**src/rtl/core/http_date_to_epoch_seconds_defines.svh**
```systemverilog
// ----------------------------------------------------------------------------
// HTTP date to epoch seconds - assertion macros
// Concurrent check wrappers, empty when built for synthesis.
// ----------------------------------------------------------------------------
`ifndef HTTP_DATE_TO_EPOCH_SECONDS_DEFINES_SVH
`define HTTP_DATE_TO_EPOCH_SECONDS_DEFINES_SVH

`ifndef SYNTHESIS
// same-cycle implication
`define HDTE_ASSERT_NOW(label, clk, rst, ante, cons) \
   label: assert property (@(posedge clk) disable iff (rst) (ante) |-> (cons)) \
      else $error("hdte assertion failed");
// next-cycle implication
`define HDTE_ASSERT_NEXT(label, clk, rst, ante, cons) \
   label: assert property (@(posedge clk) disable iff (rst) (ante) |=> (cons)) \
      else $error("hdte assertion failed");
`else
`define HDTE_ASSERT_NOW(label, clk, rst, ante, cons)
`define HDTE_ASSERT_NEXT(label, clk, rst, ante, cons)
`endif

`endif

```
**src/rtl/core/hdte_pkg.sv**
```systemverilog
// ----------------------------------------------------------------------------
// HTTP date to epoch seconds - package
// Shared types, field positions, calendar constants and lookup functions.
// ----------------------------------------------------------------------------
`default_nettype none

package hdte_pkg;

   // byte positions in the fixed date format
   localparam logic [4:0] DATE_LEN       = 5'd29;
   localparam logic [4:0] POS_DAY_TENS   = 5'd5;
   localparam logic [4:0] POS_DAY_UNITS  = 5'd6;
   localparam logic [4:0] POS_MON_FIRST  = 5'd8;
   localparam logic [4:0] POS_MON_SECOND = 5'd9;
   localparam logic [4:0] POS_MON_THIRD  = 5'd10;
   localparam logic [4:0] POS_YEAR_0     = 5'd12;
   localparam logic [4:0] POS_YEAR_1     = 5'd13;
   localparam logic [4:0] POS_YEAR_2     = 5'd14;
   localparam logic [4:0] POS_YEAR_3     = 5'd15;
   localparam logic [4:0] POS_HOUR_TENS  = 5'd17;
   localparam logic [4:0] POS_HOUR_UNITS = 5'd18;
   localparam logic [4:0] POS_MIN_TENS   = 5'd20;
   localparam logic [4:0] POS_MIN_UNITS  = 5'd21;
   localparam logic [4:0] POS_SEC_TENS   = 5'd23;
   localparam logic [4:0] POS_SEC_UNITS  = 5'd24;

   localparam logic [3:0] MONTH_NONE  = 4'd15;
   localparam logic [3:0] MONTH_COUNT = 4'd12;
   localparam logic [3:0] MONTH_FEB   = 4'd1;

   localparam logic [13:0] EPOCH_YEAR   = 14'd1970;
   localparam logic [22:0] LEAPS_TO_1969 = 23'd477;
   localparam logic [26:0] RECIP_100    = 27'd5243;   // 2^19 / 100, exact below 43699
   localparam logic [39:0] SECS_PER_DAY = 40'd86400;

   localparam logic [23:0] MONTH_NAMES [12] = '{
      24'h4A616E, 24'h466562, 24'h4D6172, 24'h417072,
      24'h4D6179, 24'h4A756E, 24'h4A756C, 24'h417567,
      24'h536570, 24'h4F6374, 24'h4E6F76, 24'h446563
   };

   typedef enum logic [2:0] {
      STEP_NONE,
      STEP_QUOT,
      STEP_LEAPS,
      STEP_YEAR,
      STEP_DAYS,
      STEP_SECS,
      STEP_FAIL
   } dp_step_type;

   typedef enum logic [2:0] {
      ST_IDLE,
      ST_QUOT,
      ST_LEAPS,
      ST_YEAR,
      ST_DAYS,
      ST_SECS,
      ST_OUT
   } ctrl_state_type;

   typedef struct packed {
      logic        parse_en;
      logic        last_beat;
      dp_step_type step;
   } hdte_cmd_type;

   typedef struct packed {
      logic fields_ok;
   } hdte_sts_type;

   function automatic logic [3:0] month_lookup(input logic [23:0] name);
      logic [3:0] idx;
      idx = MONTH_NONE;
      for (int i = 11; i >= 0; i--) begin
         if (MONTH_NAMES[i] == name) begin
            idx = 4'(i);
         end
      end
      return idx;
   endfunction

   function automatic logic [8:0] days_before_month(input logic [3:0] month);
      logic [8:0] days;
      case (month)
         4'd0:    days = 9'd0;
         4'd1:    days = 9'd31;
         4'd2:    days = 9'd59;
         4'd3:    days = 9'd90;
         4'd4:    days = 9'd120;
         4'd5:    days = 9'd151;
         4'd6:    days = 9'd181;
         4'd7:    days = 9'd212;
         4'd8:    days = 9'd243;
         4'd9:    days = 9'd273;
         4'd10:   days = 9'd304;
         4'd11:   days = 9'd334;
         default: days = 9'd0;
      endcase
      return days;
   endfunction

endpackage

`default_nettype wire

```
**src/rtl/core/hdte_ctrl.sv**
```systemverilog
// ----------------------------------------------------------------------------
// HTTP date to epoch seconds - controller
// Sequences byte intake, the conversion steps and the result handshake.
// ----------------------------------------------------------------------------
`default_nettype none

module hdte_ctrl
   import hdte_pkg::*;
(
   input  wire logic         clock,
   input  wire logic         reset,
   input  wire logic         req_tvalid,
   input  wire logic         req_tlast,
   output logic              req_tready,
   output logic              rsp_tvalid,
   input  wire logic         rsp_tready,
   input  wire hdte_sts_type sts,
   output hdte_cmd_type      cmd
);

   ctrl_state_type state_ff;
   ctrl_state_type state_in;
   logic           accept;

   always_ff @(posedge clock) begin
      if (reset) begin
         state_ff <= ST_IDLE;
      end else begin
         state_ff <= state_in;
      end
   end

   always_comb begin
      state_in      = state_ff;
      rsp_tvalid    = 1'b0;
      req_tready    = (state_ff == ST_IDLE) || ((state_ff == ST_OUT) && rsp_tready);
      accept        = req_tvalid && req_tready;
      cmd.parse_en  = accept;
      cmd.last_beat = accept && req_tlast;
      cmd.step      = STEP_NONE;
      unique case (state_ff)
         ST_IDLE: begin
            if (accept && req_tlast) begin
               state_in = ST_QUOT;
            end
         end
         ST_QUOT: begin
            // failed parse skips the arithmetic
            if (!sts.fields_ok) begin
               cmd.step = STEP_FAIL;
               state_in = ST_OUT;
            end else begin
               cmd.step = STEP_QUOT;
               state_in = ST_LEAPS;
            end
         end
         ST_LEAPS: begin
            cmd.step = STEP_LEAPS;
            state_in = ST_YEAR;
         end
         ST_YEAR: begin
            cmd.step = STEP_YEAR;
            state_in = ST_DAYS;
         end
         ST_DAYS: begin
            cmd.step = STEP_DAYS;
            state_in = ST_SECS;
         end
         ST_SECS: begin
            cmd.step = STEP_SECS;
            state_in = ST_OUT;
         end
         ST_OUT: begin
            rsp_tvalid = 1'b1;
            if (rsp_tready) begin
               state_in = (accept && req_tlast) ? ST_QUOT : ST_IDLE;
            end
         end
         default: begin
            state_in = ST_IDLE;
         end
      endcase
   end

endmodule

`default_nettype wire

```
**src/rtl/core/hdte_dp.sv**
```systemverilog
// ----------------------------------------------------------------------------
// HTTP date to epoch seconds - datapath
// Field capture per byte position and the staged day/second arithmetic.
// ----------------------------------------------------------------------------
`default_nettype none

module hdte_dp
   import hdte_pkg::*;
(
   input  wire logic         clock,
   input  wire logic         reset,
   input  wire logic [7:0]   char_byte,
   input  wire hdte_cmd_type cmd,
   output hdte_sts_type      sts,
   output logic              rsp_ok,
   output logic [38:0]       rsp_epoch_seconds
);

   // parse state
   logic [4:0]  pos_ff,    pos_in;
   logic [6:0]  day_ff,    day_in;
   logic [15:0] mchars_ff, mchars_in;
   logic [3:0]  month_ff,  month_in;
   logic [13:0] year_ff,   year_in;
   logic [6:0]  hour_ff,   hour_in;
   logic [6:0]  min_ff,    min_in;
   logic [6:0]  sec_ff,    sec_in;
   logic        err_ff,    err_in;
   logic        ok_ff,     ok_in;

   // conversion state
   logic [7:0]         q100n_ff, q100n_in;
   logic [7:0]         q100y_ff, q100y_in;
   logic [11:0]        leaps_ff, leaps_in;
   logic               leap_ff,  leap_in;
   logic [22:0]        ydays_ff, ydays_in;
   logic signed [23:0] days_ff,  days_in;
   logic [18:0]        hms_ff,   hms_in;
   logic               rsp_ok_ff,    rsp_ok_in;
   logic [38:0]        rsp_epoch_ff, rsp_epoch_in;

   logic               is_digit;
   logic [3:0]         dval;
   logic [7:0]         dsub;
   logic [13:0]        year_m1;
   logic [26:0]        prod_n;
   logic [26:0]        prod_y;
   logic [23:0]        leap_adj;
   logic signed [39:0] sec_wide;

   assign dsub     = char_byte - 8'h30;
   assign is_digit = (char_byte >= 8'h30) && (char_byte <= 8'h39);
   assign dval     = is_digit ? dsub[3:0] : 4'd0;
   assign year_m1  = year_ff - 14'd1;
   assign prod_n   = 27'(year_m1) * RECIP_100;
   assign prod_y   = 27'(year_ff) * RECIP_100;
   assign leap_adj = (leap_ff && (month_ff > MONTH_FEB)) ? 24'd1 : 24'd0;
   assign sec_wide = $signed(40'(days_ff)) * $signed(SECS_PER_DAY)
                   + $signed({21'b0, hms_ff});

   always_comb begin
      pos_in       = pos_ff;
      day_in       = day_ff;
      mchars_in    = mchars_ff;
      month_in     = month_ff;
      year_in      = year_ff;
      hour_in      = hour_ff;
      min_in       = min_ff;
      sec_in       = sec_ff;
      err_in       = err_ff;
      ok_in        = ok_ff;
      q100n_in     = q100n_ff;
      q100y_in     = q100y_ff;
      leaps_in     = leaps_ff;
      leap_in      = leap_ff;
      ydays_in     = ydays_ff;
      days_in      = days_ff;
      hms_in       = hms_ff;
      rsp_ok_in    = rsp_ok_ff;
      rsp_epoch_in = rsp_epoch_ff;

      if (cmd.parse_en) begin
         unique case (pos_ff) inside
            POS_DAY_TENS: begin
               day_in = 7'(dval) * 7'd10;
               err_in = err_ff | !is_digit;
            end
            POS_DAY_UNITS: begin
               day_in = day_ff + 7'(dval);
               err_in = err_ff | !is_digit;
            end
            POS_MON_FIRST: begin
               mchars_in = {char_byte, 8'h00};
            end
            POS_MON_SECOND: begin
               mchars_in = {mchars_ff[15:8], char_byte};
            end
            POS_MON_THIRD: begin
               month_in = month_lookup({mchars_ff, char_byte});
            end
            POS_YEAR_0, POS_YEAR_1, POS_YEAR_2, POS_YEAR_3: begin
               year_in = year_ff * 14'd10 + 14'(dval);
               err_in  = err_ff | !is_digit;
            end
            POS_HOUR_TENS: begin
               hour_in = 7'(dval) * 7'd10;
               err_in  = err_ff | !is_digit;
            end
            POS_HOUR_UNITS: begin
               hour_in = hour_ff + 7'(dval);
               err_in  = err_ff | !is_digit;
            end
            POS_MIN_TENS: begin
               min_in = 7'(dval) * 7'd10;
               err_in = err_ff | !is_digit;
            end
            POS_MIN_UNITS: begin
               min_in = min_ff + 7'(dval);
               err_in = err_ff | !is_digit;
            end
            POS_SEC_TENS: begin
               sec_in = 7'(dval) * 7'd10;
               err_in = err_ff | !is_digit;
            end
            POS_SEC_UNITS: begin
               sec_in = sec_ff + 7'(dval);
               err_in = err_ff | !is_digit;
            end
            default: begin
            end
         endcase
         if (pos_ff < DATE_LEN) begin
            pos_in = pos_ff + 5'd1;
         end
         // on the last beat every field is already final unless the string is short
         if (cmd.last_beat) begin
            ok_in = (pos_ff >= DATE_LEN - 5'd1) && (month_ff < MONTH_COUNT) && !err_ff;
         end
      end

      case (cmd.step)
         STEP_QUOT: begin
            q100n_in = prod_n[26:19];
         end
         STEP_LEAPS: begin
            q100y_in = prod_y[26:19];
            leaps_in = 12'(year_m1 >> 2) - 12'(q100n_ff) + 12'(q100n_ff >> 2);
         end
         STEP_YEAR: begin
            leap_in = (year_ff[1:0] == 2'd0)
                   && ((14'(q100y_ff) * 14'd100 != year_ff) || (q100y_ff[1:0] == 2'd0));
            if (year_ff > EPOCH_YEAR) begin
               ydays_in = 23'(year_ff - EPOCH_YEAR) * 23'd365 + 23'(leaps_ff) - LEAPS_TO_1969;
            end else begin
               ydays_in = 23'd0;
            end
         end
         STEP_DAYS: begin
            days_in = $signed(24'(ydays_ff) + 24'(days_before_month(month_ff)) + leap_adj
                    + 24'(day_ff) - 24'd1);
            hms_in  = 19'(hour_ff) * 19'd3600 + 19'(min_ff) * 19'd60 + 19'(sec_ff);
         end
         default: begin
         end
      endcase

      if ((cmd.step == STEP_SECS) || (cmd.step == STEP_FAIL)) begin
         rsp_ok_in    = (cmd.step == STEP_SECS);
         rsp_epoch_in = (cmd.step == STEP_SECS) ? sec_wide[38:0] : 39'd0;
         // fields are spent: back to the start-of-string state
         pos_in    = 5'd0;
         day_in    = 7'd0;
         mchars_in = 16'd0;
         month_in  = MONTH_NONE;
         year_in   = 14'd0;
         hour_in   = 7'd0;
         min_in    = 7'd0;
         sec_in    = 7'd0;
         err_in    = 1'b0;
      end
   end

   always_ff @(posedge clock) begin
      if (reset) begin
         pos_ff    <= 5'd0;
         day_ff    <= 7'd0;
         mchars_ff <= 16'd0;
         month_ff  <= MONTH_NONE;
         year_ff   <= 14'd0;
         hour_ff   <= 7'd0;
         min_ff    <= 7'd0;
         sec_ff    <= 7'd0;
         err_ff    <= 1'b0;
         ok_ff     <= 1'b0;
      end else begin
         pos_ff    <= pos_in;
         day_ff    <= day_in;
         mchars_ff <= mchars_in;
         month_ff  <= month_in;
         year_ff   <= year_in;
         hour_ff   <= hour_in;
         min_ff    <= min_in;
         sec_ff    <= sec_in;
         err_ff    <= err_in;
         ok_ff     <= ok_in;
      end
   end

   always_ff @(posedge clock) begin
      q100n_ff     <= q100n_in;
      q100y_ff     <= q100y_in;
      leaps_ff     <= leaps_in;
      leap_ff      <= leap_in;
      ydays_ff     <= ydays_in;
      days_ff      <= days_in;
      hms_ff       <= hms_in;
      rsp_ok_ff    <= rsp_ok_in;
      rsp_epoch_ff <= rsp_epoch_in;
   end

   assign sts.fields_ok     = ok_ff;
   assign rsp_ok            = rsp_ok_ff;
   assign rsp_epoch_seconds = rsp_epoch_ff;

endmodule

`default_nettype wire

```
**src/rtl/core/http_date_to_epoch_seconds.sv**
```systemverilog
// ----------------------------------------------------------------------------
// HTTP date to epoch seconds - top level
// Converts a fixed-format HTTP date byte stream into seconds since 1970.
// ----------------------------------------------------------------------------
// Usage:
//   req_*  : one date character per beat, tlast on the final character.
//            Bytes are taken one per cycle while no conversion is running.
//   rsp_*  : one beat per string: tuser = ok, tdata = signed epoch seconds
//            (zero when ok is low).
//   Sequence: after the last beat of a good date the five staged steps
//            (quotients, leap count, year days, days, seconds) run before
//            rsp_tvalid rises; a failed parse skips them.
//   Stall: the result is held in the output register while rsp_tready is
//            low; the first byte of the next string is taken in the cycle
//            the result beat completes, and nothing is taken before that.
//   Reset: synchronous, active high; clears the parser to the start of a
//            string and drops any pending result.
// ----------------------------------------------------------------------------
`default_nettype none
`include "http_date_to_epoch_seconds_defines.svh"

module http_date_to_epoch_seconds
   import hdte_pkg::*;
(
   input  wire logic        clock,
   input  wire logic        reset,
   input  wire logic        req_tvalid,
   output logic             req_tready,
   input  wire logic [7:0]  req_tdata,   // [7:0] char_byte
   input  wire logic        req_tlast,   // last
   output logic             rsp_tvalid,
   input  wire logic        rsp_tready,
   output logic [39:0]      rsp_tdata,   // [38:0] epoch_seconds, [39] zero
   output logic             rsp_tuser    // [0] ok
);

   hdte_cmd_type cmd;
   hdte_sts_type sts;
   logic [38:0]  epoch;

   hdte_ctrl u_ctrl (
      .clock      (clock),
      .reset      (reset),
      .req_tvalid (req_tvalid),
      .req_tlast  (req_tlast),
      .req_tready (req_tready),
      .rsp_tvalid (rsp_tvalid),
      .rsp_tready (rsp_tready),
      .sts        (sts),
      .cmd        (cmd)
   );

   hdte_dp u_dp (
      .clock             (clock),
      .reset             (reset),
      .char_byte         (req_tdata),
      .cmd               (cmd),
      .sts               (sts),
      .rsp_ok            (rsp_tuser),
      .rsp_epoch_seconds (epoch)
   );

   assign rsp_tdata = {1'b0, epoch};

   `HDTE_ASSERT_NOW(a_fail_zero, clock, reset, rsp_tvalid && !rsp_tuser, rsp_tdata == 40'd0)
   `HDTE_ASSERT_NOW(a_take_drains, clock, reset, req_tready && rsp_tvalid, rsp_tready)
   `HDTE_ASSERT_NEXT(a_last_busy, clock, reset, req_tvalid && req_tready && req_tlast, !req_tready)
   `HDTE_ASSERT_NEXT(a_secs_out, clock, reset, cmd.step == STEP_SECS, rsp_tvalid && rsp_tuser)

endmodule

`default_nettype wire
```
**config.mk**
```make
export PLATFORM = sky130hd
export DESIGN_NAME = http_date_to_epoch_seconds
export DESIGN_NICKNAME = d
export VERILOG_FILES = /design/src/rtl/core/hdte_pkg.sv /design/src/rtl/core/hdte_ctrl.sv /design/src/rtl/core/hdte_dp.sv /design/src/rtl/core/http_date_to_epoch_seconds.sv
export VERILOG_INCLUDE_DIRS = /design/src /design/src/rtl/core
export SDC_FILE = /design/constraint.sdc
export NUM_CORES = 2
export LEC_CHECK = 0
export BUFFER_PORTS_ARGS = -buffer_cell sky130_fd_sc_hd__clkbuf_2
export CAP_MARGIN = 20
export CORE_ASPECT_RATIO = 1.2
export CORE_UTILIZATION = 44
export CTS_BUF_LIST = sky130_fd_sc_hd__clkbuf_4 sky130_fd_sc_hd__clkbuf_8
export CTS_CLUSTER_DIAMETER = 30
export DETAILED_ROUTE_END_ITERATION = 6
export PLACE_DENSITY_LB_ADDON = 0.05
export SLEW_MARGIN = 15
export SYNTH_ARGS = -nofsm -noshare
export SYNTH_HDL_FRONTEND = slang
export SYNTH_SLANG_ARGS = --single-unit
```
**constraint.sdc**
```tcl
create_clock -name clock -period 11.3 [get_ports clock]
set_clock_uncertainty 0.1 [all_clocks]
set_input_delay 3.39 -clock clock [delete_from_list [all_inputs] [get_ports clock]]
set_output_delay 3.39 -clock clock [all_outputs]
set_load 0.03 [all_outputs]
```
==> summary by stage <==
Placement
In this run the cell area measured after placement is 32600 um^2. Counting tap cells, the placed design contains a total of 4232 instances. The count of input and output buffers is 54. At the placement stage, the worst setup path has a slack of 3.55 ns. Summed over all nets, the half-perimeter wirelength after detailed placement is 59500 um.

The final RePlAce weighted congestion is 0.860.

Route
The final route contains 22000 vias. The pre-antenna-repair detailed-routing pass consisted of 5 iterations. The post-route antenna net violation count is 0. After detailed routing, the average wire length per cell comes to 16.2 um. The final wirelength is 70300 um. The number of remaining DRC errors is 0.

In this run, the number of DRC markers left after iteration 0 of detailed routing was 728. In the routed layout, each cell is associated on average with a via count of 5.09.

CTS
TritonCTS created 52 clock buffers. The clock-pin slew reported for the worst setup and hold paths after clock tree synthesis is 0.05 ns. The total number of clock tree sinks is 216. Buffers added to address setup during post-CTS repair amount to 0.

The clock tree from TritonCTS is built. The tree is rooted in a clkbuf_8. The deepest clock path buffer count is 3. Post-CTS repair changed the size of 0 cells.

The number of hold buffers added after CTS is 0. For the worst-skew pair, the clock arrives at the later sink with an insertion delay of 0.67 ns. The H-tree was split into 2 levels.

Synthesis
Of all flip-flops after synthesis, the portion carrying an async set or reset was 0%. Averaged over all synthesized cells, the footprint is 9.48 um^2. Yosys attributes the largest share of cell area to ha_1 (24%), fa_1 (20%), edfxtp_1 (13%). The number of distinct library cells after synthesis is 107. The post-synthesis cell count is 3292. For this run, the leading register cell type out of synthesis is edfxtp_1. The cell taking the most area after synthesis is ha_1.

In the post-synthesis netlist, the cell with the most instances is inv_1. The synthesized net count is 4226. The area share of the leading cell type in the synthesized netlist is 24.5%. The warning count from the yosys run is 0.

The mapped netlist covers 31200 um^2. The post-synthesis sequential element count is 216. Sequential elements use 18.2% of the synthesized area. The commonest cells after synthesis are inv_1 (719), ha_1 (610), fa_1 (311), nor2_1 (202), a21oi_1 (144).

The number of enable-type register cells in the synthesized netlist is 135.

Worst setup path
The most repeated library cell on the critical path is inv_1. At the worst endpoint, the required time is 11.59 ns. Setup slack on the worst reg-to-reg path comes out at 3.60 ns. The critical path start-end classification is flip-flop to flip-flop. The reg-to-reg startpoint is u_dp.year_ff[1]$_SDFFE_PP0P_. The number of cells on the worst reg-to-reg path is 25. For this run, the slowest stage of the critical path takes 0.54 ns. Of all nets on the critical path, the largest fanout is 13. The data arrival time of the critical path is 7.99 ns. The worst setup path is captured at a flip-flop. In this run the critical register-to-register path is captured at u_dp.q100n_ff[7]$_DFFE_PN_. The worst setup path is launched from a flip-flop.

The cell with the biggest individual delay on the critical path is fa_1.

Floorplanning
Pin placement for this block handled 56 I/O pins. The die is 245 um wide. After floorplanning, the core was sized to cover 69900 um^2.

The initial utilization of the core area, before any placement, comes to 44.6%. The die covers 72000 um^2. The die is 294 um tall. The row count is 106.

Timing
The fraction of the cycle the final worst path needs is 68.2%. The total count of hold-check failures in the final report is 0. Setup violations remaining at the end of the flow were counted as 0. Setup repair after global routing left no endpoint under its margin. The post-layout worst setup margin is 3.60 ns.

The final count of pins violating max slew is 0. The peak clock frequency supported by timing is 130 MHz. The worst pin sits at a relative slew slack of 36.3%.

After routing, the total negative slack on setup checks comes to 0 ns. The final critical path time including I/O delays and setup is 7.70 ns. For the pin with the worst max-slew slack, the measured transition is 0.952 ns.

Status
The run finished with clean final reports.

Cells and area
For this run, the post-layout net count is 4304. The area added between synthesis and finish is 8.52%. The share of layout cells above drive strength 1 is 6.42%. With fillers left out, the area of the finished cells amounts to 33900 um^2.

The final design utilization is 48.5%. Fill cells in the final layout number 6616. The non-filler instance count after layout is 4332.

Hold path
The type of the tightest min-delay check is flip-flop to flip-flop. The startpoint identified for the worst hold timing path is u_dp.month_ff[0]$_SDFFE_PP1P_. The hold-critical path endpoint is u_dp.month_ff[0]$_SDFFE_PP1P_. The depth of the worst hold-timing path is 1.

Flow run
The number of max-capacitance violations reported is 0.

GRT
The sum of overflow across all layers after global routing is 0. The first global-routing pass estimated 116000 um of wire. Global routing consumed, over all layers together, 20.2% of the routing resources.

The via count of the first global-routing pass was 23400. The initial antenna violation count is 1. The maximum number of pins on one net before global-route repair is 51.

Power
The analysis attributes to cell leakage a power of 17.1 nW. The peak supply drop is 289 uV. The power per standard cell area is 218 nW/um^2.
==> state kept, by name, indices dropped and copies added (netlist names), 7 cells and up, named ones only <==
| register | cells |
|---|---|
| u_dp.day_ff | 7 |
| u_dp.days_ff | 24 |
| u_dp.hms_ff | 19 |
| u_dp.hour_ff | 7 |
| u_dp.leaps_ff | 12 |
| u_dp.mchars_ff | 16 |
| u_dp.min_ff | 7 |
| u_dp.q100n_ff | 8 |
| u_dp.q100y_ff | 8 |
| u_dp.rsp_epoch_seconds | 39 |
| u_dp.sec_ff | 7 |
| u_dp.ydays_ff | 23 |
| u_dp.year_ff | 14 |
==> cells in the final DEF (no fill, tap or decap), drive strengths merged, types with 27 or more instances in the layout <==
cell type	n
edfxtp	135
nand2b	29
nand2	113
a211oi	39
nor2	202
o21ai	97
nor2b	40
nand4	27
a21o	57
nand3	53
clkbuf	117
xnor2	142
inv	721
ha	610
dfxtp	81
nor3	57
fa	311
a21oi	145
xor2	64
==> metrics by stage <==
| stage | power (mW) | hold slack, ns |
|---|---|---|
| floorplan | 5.31 | 0.335 |
| global placement | 6.20 | 0.346 |
| detailed placement | 6.28 | 0.361 |
| CTS | 7.45 | 0.373 |
| global route | 8.14 | 0.386 |
| finish | 7.38 | 0.374 |
==> final cells by class <==
| class | instances | area [um^2] | share of cell area, % |
|---|---|---|---|
| Multi-Input combinational cell | 2304 | 22600 | 66.8 |
| Sequential cell | 216 | 5680 | 16.8 |
| Inverter | 721 | 2710 | 7.99 |
| Tap cell | 918 | 1150 | 3.39 |
| Clock buffer | 63 | 823 | 2.43 |
| Timing Repair Buffer | 75 | 440 | 1.30 |
| Clock inverter | 34 | 439 | 1.30 |
| Antenna cell | 1 | 2.50 | 0.00739 |
==> logic make-up after synthesis <==
| group | Yosys count | synth area share, % |
|---|---|---|
| buf+inv | 772 | 9.39 |
| flops | 216 | 18.2 |
| simple gates | 642 | 10.6 |
| compound gates | 512 | 10.9 |
| other cells | 1 | 0.0120 |
| xor+xnor | 206 | 5.81 |
| fa+ha+maj | 921 | 44.4 |
| mux | 22 | 0.710 |
==> how the worst max path moves through the flow <==
stage               depth (start not counted)                         start                               to
floorplan                                   2                    rsp_tready                       req_tready
global placement                           25  u_dp.year_ff[1]$_SDFFE_PP0P_       u_dp.q100n_ff[7]$_DFFE_PN_
CTS                                        21  u_dp.year_ff[3]$_SDFFE_PP0P_  u_dp.ydays_ff[22]$_SDFFCE_PP0N_
finish                                     25  u_dp.year_ff[1]$_SDFFE_PP0P_       u_dp.q100n_ff[7]$_DFFE_PN_
detailed placement                         21  u_dp.year_ff[3]$_SDFFE_PP0P_  u_dp.ydays_ff[22]$_SDFFCE_PP0N_
global route                               25  u_dp.year_ff[1]$_SDFFE_PP0P_       u_dp.q100n_ff[7]$_DFFE_PN_
==> critical path, delay by kind of cell, from the launching register on <==
family	cells	cell delay [ns]
flops	1	0.30
compound gates	4	1.20
xor+xnor	2	0.54
buf+inv	7	1.07
simple gates	5	1.06
fa+ha+maj	7	3.14
==> routing by layer <==
metal | GRT usage, % | up-vias | wire length (um)
met2 | 39.9 | 292 | 38200
met1 | 21.8 | 10600 | 28000
met4 | 7.59 | 0 | 2420
li1 | - | 11100 | -
met3 | 2.20 | 108 | 1740
met5 | 0 | - | 0
==> report_power, final <==
part | leakage [nW] | internal [mW] | switching, mW | total (mW)
registers | 1.92 | 0.929 | 0.0571 | 0.986
logic | 14.5 | 2.09 | 3.18 | 5.27
clock network | 0.636 | 0.697 | 0.425 | 1.12
total | 17.1 | 3.72 | 3.66 | 7.38
Power figures use the tool's default switching activity.
